**config.mk**
```make
export PLATFORM = sky130hd
export DESIGN_NAME = fir_pll_bit_recovery_nrzi
export DESIGN_NICKNAME = d
export VERILOG_FILES = /design/src/sv/fpbr_pkg.sv /design/src/sv/fpbr_cell.sv /design/src/sv/fpbr_pll.sv /design/src/sv/fir_pll_bit_recovery_nrzi.sv
export SDC_FILE = /design/constraint.sdc
export NUM_CORES = 2
export LEC_CHECK = 0
export BUFFER_PORTS_ARGS = -buffer_cell sky130_fd_sc_hd__buf_2
export CORE_ASPECT_RATIO = 1.1
export CORE_MARGIN = 3
export CORE_UTILIZATION = 57
export CTS_BUF_LIST = sky130_fd_sc_hd__clkbuf_4
export CTS_CLUSTER_DIAMETER = 80
export DETAILED_ROUTE_END_ITERATION = 8
export PLACE_DENSITY_LB_ADDON = 0.12
export SLEW_MARGIN = 40
export SYNTH_ARGS = -nofsm -noshare
export SYNTH_HDL_FRONTEND = slang
export SYNTH_SLANG_ARGS = --single-unit
export TNS_END_PERCENT = 1
```
**constraint.sdc**
```tcl
create_clock -name clk -period 8.65 [get_ports clk]
set_input_delay 0.865 -clock clk [delete_from_list [all_inputs] [get_ports clk]]
set_output_delay 0.865 -clock clk [all_outputs]
set_load 0.05 [all_outputs]
```
**src/sv/fpbr_pkg.sv**
```systemverilog
// shared constants, types and coefficient function for the nrzi bit recovery block
// no dependencies
package fpbr_pkg;

  localparam int TAPS           = 36;
  localparam int COEF_FRAC_BITS = 15;
  localparam int COEF_COUNT     = 6;
  localparam int SAMPLE_W       = 16;
  localparam int COEF_W         = COEF_FRAC_BITS + 1;
  localparam int ACC_W          = SAMPLE_W + COEF_W + $clog2(TAPS);
  localparam int PHASE_W        = 16;
  localparam int NUDGE_SHIFT    = 4;
  localparam int PADDR_W        = 3;
  localparam int PDATA_W        = 32;

  localparam logic [PHASE_W-1:0] PHASE_RESET_INC = PHASE_W'(32'h10000 / 5);

  localparam logic [0:0] REG_PHASE_INC = 1'b0;

  // gaussian magnitudes in q30
  localparam longint COEF_Q30 [COEF_COUNT] = '{
    64'd875335810, 64'd385462577, 64'd74749611, 64'd6383180, 64'd240035, 64'd3975
  };

  typedef struct packed {
    logic go;
    logic level;
  } pll_in_t;

  function automatic logic signed [COEF_W-1:0] coef_at(input int i);
    int     d;
    int     k;
    longint q;
    d = 2 * i - (TAPS - 1);
    if (d < 0) begin
      d = -d;
    end
    k = d >> 1;
    if (k >= COEF_COUNT) begin
      return '0;
    end
    q = (COEF_Q30[k] + (longint'(1) << (29 - COEF_FRAC_BITS))) >> (30 - COEF_FRAC_BITS);
    return COEF_W'(q);
  endfunction

endpackage

```
**src/sv/fpbr_cell.sv**
```systemverilog
// one multiply-add cell of the transposed fir chain
// depends on fpbr_pkg
module fpbr_cell (
  input  logic                                  clk,
  input  logic                                  rst_n,
  input  logic                                  en,
  input  logic signed [fpbr_pkg::SAMPLE_W-1:0]  sample,
  input  logic signed [fpbr_pkg::COEF_W-1:0]    coef,
  input  logic signed [fpbr_pkg::ACC_W-1:0]     sum_in,
  output logic signed [fpbr_pkg::ACC_W-1:0]     sum_out
);
  import fpbr_pkg::*;

  logic signed [SAMPLE_W+COEF_W-1:0] prod;
  logic signed [ACC_W-1:0]           sum_nxt;
  logic signed [ACC_W-1:0]           sum_r;

  assign prod    = sample * coef;
  assign sum_nxt = sum_in + ACC_W'(prod);

  always_ff @(posedge clk) begin
    if (!rst_n) begin
      sum_r <= '0;
    end else if (en) begin
      sum_r <= sum_nxt;
    end
  end

  assign sum_out = sum_r;

endmodule

```
**src/sv/fpbr_pll.sv**
```systemverilog
// zero-crossing phase tracker, nrzi decoder and output register
// depends on fpbr_pkg
module fpbr_pll (
  input  logic                           clk,
  input  logic                           rst_n,
  input  fpbr_pkg::pll_in_t              ctl,
  input  logic [fpbr_pkg::PHASE_W-1:0]   phase_inc,
  input  logic                           out_ready,
  output logic                           out_valid,
  output logic                           out_data_bit,
  output logic                           out_free
);
  import fpbr_pkg::*;

  logic [PHASE_W-1:0] phase_r, phase_nxt;
  logic               prev_sign_r, prev_sign_nxt;
  logic               last_bit_r, last_bit_nxt;
  logic               out_valid_r, out_valid_nxt;
  logic               out_bit_r, out_bit_nxt;
  logic [PHASE_W-1:0] nudge;
  logic [PHASE_W-1:0] phase_adj;
  logic [PHASE_W:0]   phase_sum;
  logic               crossing;
  logic               wrap;

  assign nudge     = phase_inc >> NUDGE_SHIFT;
  assign crossing  = ctl.level ^ prev_sign_r;
  assign phase_sum = {1'b0, phase_adj} + {1'b0, phase_inc};
  assign wrap      = phase_sum[PHASE_W];
  assign out_free  = !out_valid_r || out_ready;

  always_comb begin
    if (!crossing) begin
      phase_adj = phase_r;
    end else if (phase_r[PHASE_W-1]) begin
      phase_adj = phase_r - nudge;
    end else begin
      phase_adj = phase_r + nudge;
    end
  end

  always_comb begin
    phase_nxt     = phase_r;
    prev_sign_nxt = prev_sign_r;
    last_bit_nxt  = last_bit_r;
    out_valid_nxt = out_valid_r;
    out_bit_nxt   = out_bit_r;
    if (out_ready) begin
      out_valid_nxt = 1'b0;
    end
    if (ctl.go) begin
      phase_nxt     = phase_sum[PHASE_W-1:0];
      prev_sign_nxt = ctl.level;
      if (wrap) begin
        last_bit_nxt  = ctl.level;
        out_valid_nxt = 1'b1;
        out_bit_nxt   = ~(ctl.level ^ last_bit_r);
      end
    end
  end

  always_ff @(posedge clk) begin
    if (!rst_n) begin
      phase_r     <= '0;
      prev_sign_r <= 1'b0;
      last_bit_r  <= 1'b0;
      out_valid_r <= 1'b0;
    end else begin
      phase_r     <= phase_nxt;
      prev_sign_r <= prev_sign_nxt;
      last_bit_r  <= last_bit_nxt;
      out_valid_r <= out_valid_nxt;
    end
  end

  always_ff @(posedge clk) begin
    out_bit_r <= out_bit_nxt;
  end

  assign out_valid    = out_valid_r;
  assign out_data_bit = out_bit_r;

endmodule

```
**src/sv/fir_pll_bit_recovery_nrzi.sv**
```systemverilog
// path: a bit caused by a sample is registered in the cell chain, then in the phase
// tracker and output register; a stalled output can hold it between the two
// throughput: one sample per cycle unless the output stalls, set by the cell chain
// reset: synchronous, clears the chain, phase state and output valid; increment to 13107
// top level of the nrzi bit recovery block; depends on fpbr_pkg, fpbr_cell, fpbr_pll
module fir_pll_bit_recovery_nrzi (
  input  logic                                  clk,
  input  logic                                  rst_n,
  input  logic                                  in_valid,
  output logic                                  in_ready,
  input  logic signed [fpbr_pkg::SAMPLE_W-1:0]  in_sample,
  output logic                                  out_valid,
  input  logic                                  out_ready,
  output logic                                  out_data_bit,
  input  logic                                  psel,
  input  logic                                  penable,
  input  logic                                  pwrite,
  input  logic [fpbr_pkg::PADDR_W-1:0]          paddr,
  input  logic [fpbr_pkg::PDATA_W-1:0]          pwdata,
  output logic [fpbr_pkg::PDATA_W-1:0]          prdata,
  output logic                                  pready
);
  import fpbr_pkg::*;

  logic signed [ACC_W-1:0] chain [TAPS+1];
  logic                    accept;
  logic                    filt_valid_r, filt_valid_nxt;
  logic [PHASE_W-1:0]      phase_inc_r, phase_inc_nxt;
  logic                    reg_hit;
  logic                    out_free;
  pll_in_t                 pll_in;

  assign chain[TAPS] = '0;
  assign accept      = in_valid && in_ready;

  for (genvar j = 0; j < TAPS; j++) begin : g_cell
    fpbr_cell u_cell (
      .clk     (clk),
      .rst_n   (rst_n),
      .en      (accept),
      .sample  (in_sample),
      .coef    (coef_at(j)),
      .sum_in  (chain[j+1]),
      .sum_out (chain[j])
    );
  end

  assign pll_in.go    = filt_valid_r && out_free;
  assign pll_in.level = ~chain[0][ACC_W-1] & (|chain[0]);
  assign in_ready     = !filt_valid_r || pll_in.go;

  always_comb begin
    filt_valid_nxt = filt_valid_r;
    if (accept) begin
      filt_valid_nxt = 1'b1;
    end else if (pll_in.go) begin
      filt_valid_nxt = 1'b0;
    end
  end

  assign reg_hit = (paddr[PADDR_W-1] == REG_PHASE_INC);

  always_comb begin
    phase_inc_nxt = phase_inc_r;
    if (psel && penable && pwrite && pready && reg_hit) begin
      phase_inc_nxt = pwdata[PHASE_W-1:0];
    end
  end

  always_ff @(posedge clk) begin
    if (!rst_n) begin
      filt_valid_r <= 1'b0;
      phase_inc_r  <= PHASE_RESET_INC;
    end else begin
      filt_valid_r <= filt_valid_nxt;
      phase_inc_r  <= phase_inc_nxt;
    end
  end

  assign pready = 1'b1;
  assign prdata = reg_hit ? PDATA_W'(phase_inc_r) : '0;

  fpbr_pll u_pll (
    .clk          (clk),
    .rst_n        (rst_n),
    .ctl          (pll_in),
    .phase_inc    (phase_inc_r),
    .out_ready    (out_ready),
    .out_valid    (out_valid),
    .out_data_bit (out_data_bit),
    .out_free     (out_free)
  );

endmodule

```
# Yosys cells after proc, flatten, opt, wreduce, memory -nomap -nowiden
# Index checks and enable logic that the tools add are counted.
[totals]
wordCells = 73
regBits = 893
[classes]
n_mul = 5
n_bitwise = 6
addsub = 12
muxes = 8
reduce_logical = 12
[op_table]
columns = ["operator", "count"]
rows = [
  ["$add A38 B29 Y38", 2],
  ["$add A38 B31 Y38", 2],
  ["$add A38 B32 Y38", 2],
  ["$mux W16", 3],
  ["$add A38 B20 Y38", 1],
  ["$add A38 B25 Y38", 1],
  ["$reduce_or A38 Y1", 1],
  ["$mul A16 B16 Y32 const B", 1],
  ["$mul A16 B15 Y31 const B", 1],
  ["$mul A16 B13 Y29 const B", 1],
  ["$add A20 B25 Y26", 1],
  ["$mul A16 B9 Y25 const B", 1],
  ["$mul A16 B4 Y20 const B", 1],
  ["$add A16 B16 Y17", 1],
  ["$add A16 B12 Y16", 1],
  ["$sub A16 B12 Y16", 1],
  ["$logic_and A1 B1 Y1", 5],
  ["$mux W1", 5],
  ["$not A1 Y1", 3],
  ["$logic_not A1 Y1", 2],
  ["$logic_or A1 B1 Y1", 2],
  ["$reduce_and A2 Y1", 1],
  ["$reduce_bool A2 Y1", 1],
  ["$xor A1 B1 Y1", 2],
  ["$and A1 B1 Y1", 1],
]

# Logic depth before layout (Yosys ltp)
[logic_depth]
word_depth = 7
mapped_depth = 36

# Hierarchy
# From an unflattened synthesis, not the netlist that was laid out.
[unflattened]
cells_unflattened = 52102
area_unflattened_um2 = 483167.1
[modules_own_cells]
columns = ["mod", "cells_each", "area_each_um2", "seq_area_each_um2", "n_inst"]
rows = [
  ["fpbr_cell (g_cell[15].u_cell ...)", 1439, 13311.5, 760.7, 26],
  ["fpbr_cell (g_cell[10].u_cell ...)", 1410, 13256.5, 760.7, 4],
  ["fpbr_cell (g_cell[7].u_cell ...)", 1419, 13290.2, 760.7, 2],
  ["fpbr_cell (g_cell[0].u_cell)", 1450, 13504.2, 760.7, 1],
  ["fpbr_cell (g_cell[14].u_cell)", 1426, 13470.4, 760.7, 1],
  ["fpbr_cell (g_cell[6].u_cell)", 1420, 13315.3, 760.7, 1],
  ["fpbr_cell (g_cell[9].u_cell)", 1410, 13281.5, 760.7, 1],
  ["fpbr_pll", 379, 2892.8, 410.4, 1],
  ["fir_pll_bit_recovery_nrzi", 125, 997.2, 340.3, 1],
]

# Least setup slack after synthesis
# No wires, ideal clock.
[synth_timing]
path_kind = "input to register"
start = "in in_sample[15] in the netlist's numbering"
end = "reg g_cell[16].u_cell.sum_r[31]"
arrival_time_ns = 8.816
stages = 29
t_required_ns = 8.569
path_slack_ns = -0.247
path_buffers = 2
cell_sequence = "clkbuf_1 > clkinv_1 > clkbuf_1 > fa_1 > inv_1 > fa_1 > fa_1 > fa_1 > inv_1 > fa_1 > inv_1 > ha_1 > or2_2 > a2111oi_2 > o21ai_1 > a31o_1 > nand2_1 > a21oi_1 > a21oi_1 > xnor2_1 > ha_1 > and2_1 > a221oi_1 > o21ai_1 > a41oi_4 > o21ai_2 > o211a_1 > or4_1 > a41oi_1"
[synth_via]
elab_chain_len = 2
[synth_lines]
columns = ["element", "line", "rtl"]
rows = [
  ["start, declared", "fir_pll_bit_recovery_nrzi.sv:11", "input logic signed [fpbr_pkg::SAMPLE_W-1:0] in_sample,"],
  ["$mul A16 B15 Y31", "fpbr_cell.sv:18", "assign prod = sample * coef;"],
  ["$add A38 B31 Y38", "fpbr_cell.sv:19", "assign sum_nxt = sum_in + ACC_W'(prod);"],
  ["end signal, assigned", "fpbr_cell.sv:25", "sum_r <= sum_nxt;"],
  ["end, declared", "fpbr_cell.sv:16", "logic signed [ACC_W-1:0] sum_r;"],
]
# No other way between the ends.
# A chain may end at the register's enable or synchronous reset.

# Worst setup path in the final report
[layout_timing]
start = "in in_sample[3] in the netlist's numbering"
end = "reg g_cell[19].u_cell.sum_r[34]"
[layout_via]
elab_chain_len = 2
[layout_lines]
columns = ["element", "line"]
rows = [
  ["$mul A16 B15 Y31", "fpbr_cell.sv:18"],
  ["$add A38 B31 Y38", "fpbr_cell.sv:19"],
  ["end signal, assigned", "fpbr_cell.sv:25"],
  ["end, declared", "fpbr_cell.sv:16"],
]
# No other way between the ends.

==> results.json <==
{
  "yosysTopAreaCell": "dfxtp_1",
  "yosys.area_share.simple_pct": 16.6,
  "drive_above_1_share_pct": 10.6,
  "final_util_pct": 64.4,
  "yosysWarnings": 0,
  "synth_cells": 7735,
  "required_ns": 9.63,
  "post_synth.cell_area_avg_um2": 8.03,
  "vias_per_cell": 5.56,
  "hp-class": "input pin to register",
  "fp.dieW_um": 321,
  "die-area_mm2": 0.113,
  "synth_compound_area_share_pct": 19.7,
  "cts_resized": 0,
  "crit_arrival_ns": 8.90,
  "ctsHoldBuffers": 19,
  "skew_ns": 0.0966,
  "grt_pass1_vias": 51600,
  "path_max_fanout": 3,
  "grt_use_total_pct": 29.0,
  "synth_fa_ha_area_share_pct": 23.1,
  "ys_async_sr_fraction_pct": 0,
  "drc": 0,
  "multi_input_area_mm2": 0.0411,
  "synth.area.top_cells": "dfxtp_1 28%, ha_1 14%, nand2_1 10%",
  "cts_made_buffers": 226,
  "cap_viol_max_count": 0,
  "fin_crit_ns": 7.92,
  "port_buffers": 58,
  "cts_max_level": 4,
  "grt_pass1_wl_um": 267000,
  "via_count": 54000,
  "timing.final.hold_violations": 0,
  "dr.pass1.iters": 5,
  "path_common_cell": "inv_1",
  "slowest_delay_ns": 0.55,
  "ios": 94,
  "wire_per_inst_um": 17.2,
  "fmax_mhz": 126,
  "cp-start-kind": "input pin",
  "cts-root-buf": "clkbuf_4",
  "nets": 9171,
  "clock_latency_ns": 1.18,
  "finalCritPeriodShare_pct": 91.5,
  "cts.sinks": 881,
  "slew_headroom_pct": 42.5,
  "grt_antenna_before_repair": 2,
  "cp_slowest_cell": "a2111oi_0",
  "ys_types": 86,
  "placed_area_mm2": 0.0662,
  "clk_path_buf_depth": 3,
  "start_util_pct": 57.7,
  "synth-seq-area-share_pct": 28.4,
  "status": "finished, final reports clean",
  "worst_setup_path_end_kind": "register",
  "gp_congestion": 0.982,
  "die_h_um": 352,
  "drt.antenna.violating_nets": 0,
  "worstReg2RegStart": "g_cell[0].u_cell.sum_out[30]",
  "synth_flop_cell": "dfxtp_1",
  "crit_start": "in_sample[3]",
  "grt_max_degree": 220,
  "final_area_mm2": 0.0693,
  "core_area_mm2": 0.108,
  "rows": 126,
  "synth_top_family_by_area": "adder cells",
  "synth_area_mm2": 0.0621,
  "muxShareOfSynthArea_pct": 0.312,
  "regArea_mm2": 0.0176,
  "drt-total-wl_um": 167000,
  "min_from": "in_sample[0]",
  "postCtsSetupBuffers": 0,
  "cts.clk_slew.worst_paths_ns": 0.07,
  "drt-initial-drc-count": 3433,
  "ys_ff_latch": 881,
  "cts_tree": "yes",
  "grt-ovfl-total": 0,
  "report.final.slew_viol_count": 0,
  "fillers": 9789,
  "syn_to_final_growth_pct": 11.7,
  "worstSetupPathType": "input pin to register",
  "setup_viol": 0,
  "yosysTopAreaCellShare_pct": 28.4,
  "synth_edf_count": 1,
  "dp.final_hpwl_um": 127000,
  "rsz0062_at_grt": "no",
  "worst_pin_slew_ns": 0.863,
  "synth_xor_area_share_pct": 6.34
}
logic make-up (layout without fill, tap and decap cells):
| group | Yosys count | in the layout |
|---|---|---|
| AOI/OAI and AO/OA | 2078 | 2078 |
| xor gates and xnor gates | 445 | 445 |
| adders and majority gates | 980 | 980 |
| buffers and inverters | 895 | 1443 |
| DFF | 881 | 881 |
| muxes | 19 | 19 |
| other | 2 | 21 |
| and+or+nand+nor | 2435 | 2435 |
final cells by class:
type / instances / share of cell area [%]
Clock buffer: 330 / 3.57
Multi-Input combinational cell: 5974 / 59.3
Antenna cell: 4 / 0.0144
Inverter: 555 / 3.02
Timing Repair Buffer: 495 / 5.47
Sequential cell: 881 / 25.5
Tap cell: 1408 / 2.54
Clock inverter: 63 / 0.588
through the flow:
step	hold slack [ns]	setup WS, ns	instances	TNS, ns
global route	0.215	0.423	9710	0
global placement	0.435	-0.176	9291	-0.654
detailed placement	0.438	-0.252	9293	-1.43
floorplan	0.425	0.251	7750	0
CTS	0.149	0.996	9705	0
finish	0.322	0.731	9710	0
state kept, by name (all words and copies together) (netlist names):
register               cells
g_cell.u_cell.sum_out    844
phase_inc_r               16
u_pll.phase_r             16
filt_valid_r               1
u_pll.last_bit_r           1
u_pll.out_data_bit         1
u_pll.out_valid            1
u_pll.prev_sign_r          1
cells in the final DEF, fill, tap and decap left out, types with 11 or more instances in the layout:
| cell | synthesis | routed |
|---|---|---|
| nand2b_1 | 66 | 66 |
| o21ai_0 | 243 | 243 |
| nand2_1 | 1651 | 1649 |
| a31o_2 | 12 | 12 |
| o211ai_1 | 18 | 18 |
| a221oi_1 | 11 | 11 |
| a21o_1 | 216 | 216 |
| and2_1 | 22 | 21 |
| fa_1 | 276 | 276 |
| clkbuf_4 | 0 | 330 |
| conb_1 | 2 | 17 |
| o21a_1 | 63 | 63 |
| and3_1 | 40 | 40 |
| xor2_1 | 139 | 138 |
| o21ai_1 | 74 | 74 |
| o31ai_1 | 23 | 23 |
| mux2i_1 | 16 | 16 |
| nor2_1 | 274 | 273 |
| inv_1 | 554 | 553 |
| a22o_1 | 11 | 11 |
| a31oi_1 | 44 | 44 |
| a211o_1 | 13 | 13 |
| buf_4 | 17 | 401 |
| a41oi_1 | 12 | 12 |
| a21oi_1 | 1103 | 1103 |
| xnor2_1 | 303 | 301 |
| nor3_1 | 68 | 68 |
| clkinv_1 | 1 | 39 |
| dlygate4sd3_1 | 0 | 19 |
| nand4_1 | 57 | 57 |
| nor2b_1 | 64 | 64 |
| nand3_1 | 96 | 96 |
| dfxtp_1 | 880 | 880 |
| a211oi_1 | 65 | 65 |
| o21bai_1 | 69 | 69 |
| buf_2 | 1 | 58 |
| or3_1 | 25 | 25 |
| nor4_1 | 18 | 17 |
| ha_1 | 704 | 704 |
per-layer routing:
metal	track usage, %	vias up	wire, um
li1	-	27200	-
met1	36.4	25500	73200
met2	49.7	1110	80200
met3	4.12	289	6760
met4	12.2	0	6840
met5	0	-	0
worst max-delay path: cells and delay by family:
family / cells / cell delay [ns]
simple gates: 3 / 0.46
fa+ha+maj: 8 / 3.27
buf+inv: 8 / 0.59
xor+xnor: 2 / 0.39
compound gates: 16 / 3.31
path summary, 6_finish.rpt:
path | to | cells past startpoint | slack (ns)
worst min-delay path | g_cell[22].u_cell.sum_out[0] | 4 | 0.32
worst min register to register | g_cell[3].u_cell.sum_out[26] | 2 | 0.40
worst max register to register | u_pll.phase_r[14] | 19 | 3.42
worst max-delay path | g_cell[19].u_cell.sum_out[34] | 37 | 0.73
cell usage after synthesis (74+ instances only):
cell type / count
nand2_1: 1651
clkbuf_1: 310
dfxtp_1: 880
o21ai_0: 243
xor2_1: 139
fa_1: 276
a21o_1: 216
nor2_1: 274
xnor2_1: 303
nand3_1: 96
a21oi_1: 1103
inv_1: 554
ha_1: 704
o21ai_1: 74
Power is left out: the tool's default activity adds up to more than one toggle a clock period on the data nets, which glitch-free logic cannot reach.
